[config.mk]
export PLATFORM = sky130hd
export DESIGN_NAME = wrs_lane
export DESIGN_NICKNAME = d
export VERILOG_FILES = /design/src/rtl/wrs_pkg.sv /design/src/rtl/wrs_lane.sv
export SDC_FILE = /design/constraint.sdc
export NUM_CORES = 1
export LEC_CHECK = 0
export BUFFER_PORTS_ARGS = -buffer_cell sky130_fd_sc_hd__buf_4
export CAP_MARGIN = 20
export CORE_UTILIZATION = 28
export DETAILED_ROUTE_END_ITERATION = 12
export PLACE_DENSITY = 0.82
export SLEW_MARGIN = 20
export SYNTH_ARGS = -nofsm -noshare
export SYNTH_HDL_FRONTEND = slang
export SYNTH_SLANG_ARGS = --single-unit
[constraint.sdc]
create_clock -name vclk -period 1.85
set_clock_uncertainty 0.15 [all_clocks]
set_input_delay 0 -clock vclk [all_inputs]
set_output_delay 0 -clock vclk [all_outputs]
set_load 0.01 [all_outputs]
[src/rtl/wrs_pkg.sv]
package wrs_pkg;

  localparam int NUM_WARPS     = 8;
  localparam int NUM_REG_TYPES = 2;
  localparam int REGS_PER_TYPE = 32;
  localparam int NUM_SOURCES   = 3;

  localparam int NUM_LANES   = NUM_SOURCES + 1;
  localparam int NUM_BANKS   = NUM_WARPS * NUM_REG_TYPES;
  localparam int NUM_SLOTS   = NUM_BANKS * REGS_PER_TYPE;
  localparam int MAX_REPORTS = 64;

  localparam int SLOT_W = $clog2(NUM_SLOTS);
  localparam int BANK_W = (NUM_BANKS > 1) ? $clog2(NUM_BANKS) : 1;
  localparam int T_W    = (NUM_REG_TYPES > 1) ? $clog2(NUM_REG_TYPES) : 1;
  localparam int RI_W   = $clog2(REGS_PER_TYPE);
  localparam int LANE_W = $clog2(NUM_LANES);
  localparam int REP_W  = $clog2(MAX_REPORTS + 1);

  localparam int TYPE_W = 2;
  localparam int IDX_W  = 5;
  localparam int REC_W  = 28;
  localparam int CNT_W  = 8;

  typedef enum logic [2:0] {
    MODE_CHECK    = 3'd0,
    MODE_USES     = 3'd1,
    MODE_RESERVE  = 3'd2,
    MODE_RELEASE  = 3'd3,
    MODE_COMMIT   = 3'd4,
    MODE_SNAPSHOT = 3'd5,
    MODE_RESTORE  = 3'd6
  } mode_e;

  typedef struct packed {
    logic [2:0]  mode;
    logic [2:0]  warp;
    logic        write_back;
    logic [6:0]  dst_reg;
    logic [6:0]  src_reg_0;
    logic [6:0]  src_reg_1;
    logic [6:0]  src_reg_2;
    logic [15:0] owner_tag;
    logic [3:0]  owner_unit;
    logic [7:0]  owner_op;
    logic [7:0]  packet_count;
  } in_item_t;

  typedef struct packed {
    logic        last;
    logic        report;
    logic        hazard;
    logic        done_res;
    logic        error;
    logic [1:0]  reg_type;
    logic [4:0]  reg_index;
    logic [15:0] owner_tag_out;
    logic [3:0]  owner_unit_out;
    logic [7:0]  owner_op_out;
  } out_item_t;

  typedef logic [NUM_REG_TYPES-1:0][REGS_PER_TYPE-1:0] busy_row_t;

  typedef struct packed {
    logic              ok;
    logic              busy;
    logic [BANK_W-1:0] bank;
    logic [SLOT_W-1:0] slot;
    logic [TYPE_W-1:0] rtype;
    logic [IDX_W-1:0]  ridx;
  } lane_t;

  function automatic logic [BANK_W-1:0] bank_of(input logic [2:0] warp, input int tsel);
    return BANK_W'(int'(warp) * NUM_REG_TYPES + tsel);
  endfunction

  function automatic logic [SLOT_W-1:0] slot_of(input logic [2:0] warp, input int tsel,
                                               input int idx);
    return SLOT_W'((int'(warp) * NUM_REG_TYPES + tsel) * REGS_PER_TYPE + idx);
  endfunction

endpackage

[src/rtl/wrs_lane.sv]
module wrs_lane (
  input  logic [2:0]          warp,
  input  logic [6:0]          reg_code,
  input  wrs_pkg::busy_row_t  busy_row,
  output wrs_pkg::lane_t      info
);
  import wrs_pkg::*;

  logic [TYPE_W-1:0] rtype;
  logic [IDX_W-1:0]  ridx;
  logic              ok;

  assign rtype = reg_code[6:5];
  assign ridx  = reg_code[4:0];
  assign ok = (int'(warp) < NUM_WARPS) && (rtype != '0) && (int'(rtype) <= NUM_REG_TYPES)
              && (int'(ridx) < REGS_PER_TYPE);

  always_comb begin
    info.ok    = ok;
    info.rtype = rtype;
    info.ridx  = ridx;
    info.bank  = bank_of(warp, int'(rtype) - 1);
    info.slot  = slot_of(warp, int'(rtype) - 1, int'(ridx));
    info.busy  = ok ? busy_row[T_W'(int'(rtype) - 1)][RI_W'(ridx)] : 1'b0;
  end
endmodule

==> results.md <==
- Status: completed
- Initial DRC count: 2
- Fin Hold WS: 0.0387 ns
- Max incr delay on CP: 0.37 ns
- Cts hold-fix bufs: 0
- Register area: 0 um^2
- Final-stage net count: 175
- Final hold viol count: 0
- Die W: 45.6 um
- Routability congestion estimate: 0.724
- Sequential power share: 0%
- DP Wirelength: 1230 um
- P_sw: 0.0894 mW
- Vias/cell: 4.60
- Largest net degree at the start of global routing: 12
- Seq Cell Count: 0
- Avg Cell Area, Syn: 10.2 um^2
- GR Overflow Total: 0
- Fin. max-slew vios: 0
- Placed cells: 121
- FP Rows: 15
- Critical Path AT: 1.60 ns
- RSZ-0062 raised after global routing: false
- Setup_tns: 0 ns
- Final wirelength: 1330 um
- First-pass GRT wire length: 1910 um
- CP Capture Type: output port
- # Max-Cap Violations: 0
- Post-synthesis cell count: 52
- P_leak: 0.462 nW
- Core ar.: 1750 um^2
- Layout fillers: 173
- Total power per unit cell area: 277 nW/um^2
- Seq/Total Area, Yosys: 0%
- ANT nets after route: 0
- P&R area growth vs syn: 66.6%
- Finished layout cell area: 886 um^2
- Fraction of layout cells with a size suffix above 1: 76.0%
- CP Buf/Inv Count: 5
- Worst Tran Pin Value: 0.284 ns
- DP Area: 886 um^2
- Internal: 0.156 mW
- Crit-path slowest cell: fa_1
- VDD IR max: 0.000121 V
- Clock buffers: 0
- Mapped Nets: 129
- Gr usage total: 12.2%
- Die Area: 2080 um^2
- Slew Limit Headroom: 80.9%
- Synthesis warning total: 0
- Worst Path Required: 1.70 ns
- Antenna violations before repair: 0
- DRC: 0
- Via count: 556
- Initial core utilization: 30.5%
- Io pins: 96
- Synth Cell Area: 532 um^2
- Total power: 0.245 mW
- Hold Crit Class: input pin to output port
- Delay-heaviest family, CP: adder cells
- Core Util, Final: 50.8%
- Number of global-route vias before repair: 496
- Critical path startpoint category: input pin
- Ant diodes: 0
- Initial DRT Pass Iterations: 2
- Tmin final: 1.75 ns
- Finished Layout Cells: 121
- Combinational share of power: 100.0%
- Peak Freq: 570 MHz
- Buffers on Ports: 64
- Critical Path Fanout Max: 3
- Post-synthesis cell type count: 19
- DR WL/cell: 11.0 um
- Crit Path Category: input pin to output port
- Final worst slack: 0.0965 ns
- Part of the power in the clock network: 0%
- Die H: 45.6 um
- Dpl ws: 0.0584 ns
- Sw frac: 36.5%
- Final Cycle Share: 94.8%
- Critical-path cell list: buf_4 -> inv_1 -> ha_1 -> inv_2 -> ha_1 -> inv_1 -> fa_1 -> xnor2_1 -> xnor2_1 -> buf_4
- Count of final setup violators: 0
==> final cells by class <==
cell class / instances / area (um^2) / area share (%)
multi-input cells: 25 / 348 / 39.3
repair buffers: 64 / 480 / 54.2
well taps: 25 / 31.3 / 3.53
inverters: 7 / 26.3 / 2.97
==> path summary, 6_finish.rpt <==
| kind | start | endpoint | cells after the start |
|---|---|---|---|
| worst min-delay path | reg_code[5] | info[5] | 2 |
| worst max-delay path | reg_code[5] | info[19] | 10 |
==> Yosys cell counts <==
| cell | number | share of area [%] |
|---|---|---|
| nor3b_1 | 1 | 1.4 |
| ha_1 | 2 | 4.7 |
| or2b_1 | 1 | 1.4 |
| buf_4 | 18 | 25 |
| o21ai_0 | 1 | 0.94 |
| nor4_1 | 1 | 1.2 |
| nor2b_1 | 1 | 1.2 |
| mux2i_1 | 1 | 1.9 |
| mux4_2 | 3 | 13 |
| o221a_2 | 1 | 2.1 |
| buf_6 | 2 | 4.2 |
| mux2_2 | 3 | 6.4 |
| nand2_1 | 1 | 0.71 |
| inv_1 | 7 | 4.9 |
| o22ai_1 | 1 | 1.2 |
| xnor2_1 | 2 | 3.3 |
| fa_1 | 1 | 3.8 |
| a2111oi_2 | 1 | 2.8 |
| mux4_1 | 4 | 20 |
==> cells in the final DEF (no fill, tap or decap) <==
master / instances
buf_4: 64
inv_1: 6
mux4_1: 4
mux2_2: 3
mux4_2: 3
xnor2_1: 2
ha_1: 2
inv_2: 1
nor3b_1: 1
nor2b_1: 1
a2111oi_2: 1
or2b_1: 1
o21ai_0: 1
nand2_1: 1
o22ai_1: 1
mux2i_1: 1
o221a_2: 1
nor4_1: 1
fa_1: 1
==> power by group through the flow <==
| stage | sequential [mW] | combinational [mW] | clock [mW] |
|---|---|---|---|
| final | 0 | 0.245 | 0 |
| after CTS | 0 | 0.248 | 0 |
| after global placement | 0 | 0.242 | 0 |
| after detailed placement | 0 | 0.247 | 0 |
| after floorplan | 0 | 0.147 | 0 |
| after global routing | 0 | 0.266 | 0 |
==> cells by family (layout without fill, tap and decap cells) <==
family / Yosys count / in the layout / share of synthesized area, %
compound gates: 4 / 4 / 7.06
xor+xnor: 2 / 2 / 3.29
fa+ha+maj: 3 / 3 / 8.47
buf+inv: 27 / 71 / 34.6
mux: 11 / 11 / 40.7
simple gates: 5 / 5 / 5.88
==> metal layers <==
layer | wire length, um | GRT usage, % | up-vias
li1 | - | - | 262
met1 | 401 | 11.4 | 246
met2 | 736 | 28.0 | 48
met3 | 189 | 1.19 | 0
met4 | 0 | 0 | 0
met5 | 0 | 0 | -
==> what timing repair did <==
action | in CTS | in global routing
setup endpoints to repair | 0 | 2
gates resized for setup | 0 | 1
buffers inserted | 0 | 0
endpoints found under the hold margin | 0 | 0
No activity file was read; power rests on OpenSTA's default activity.
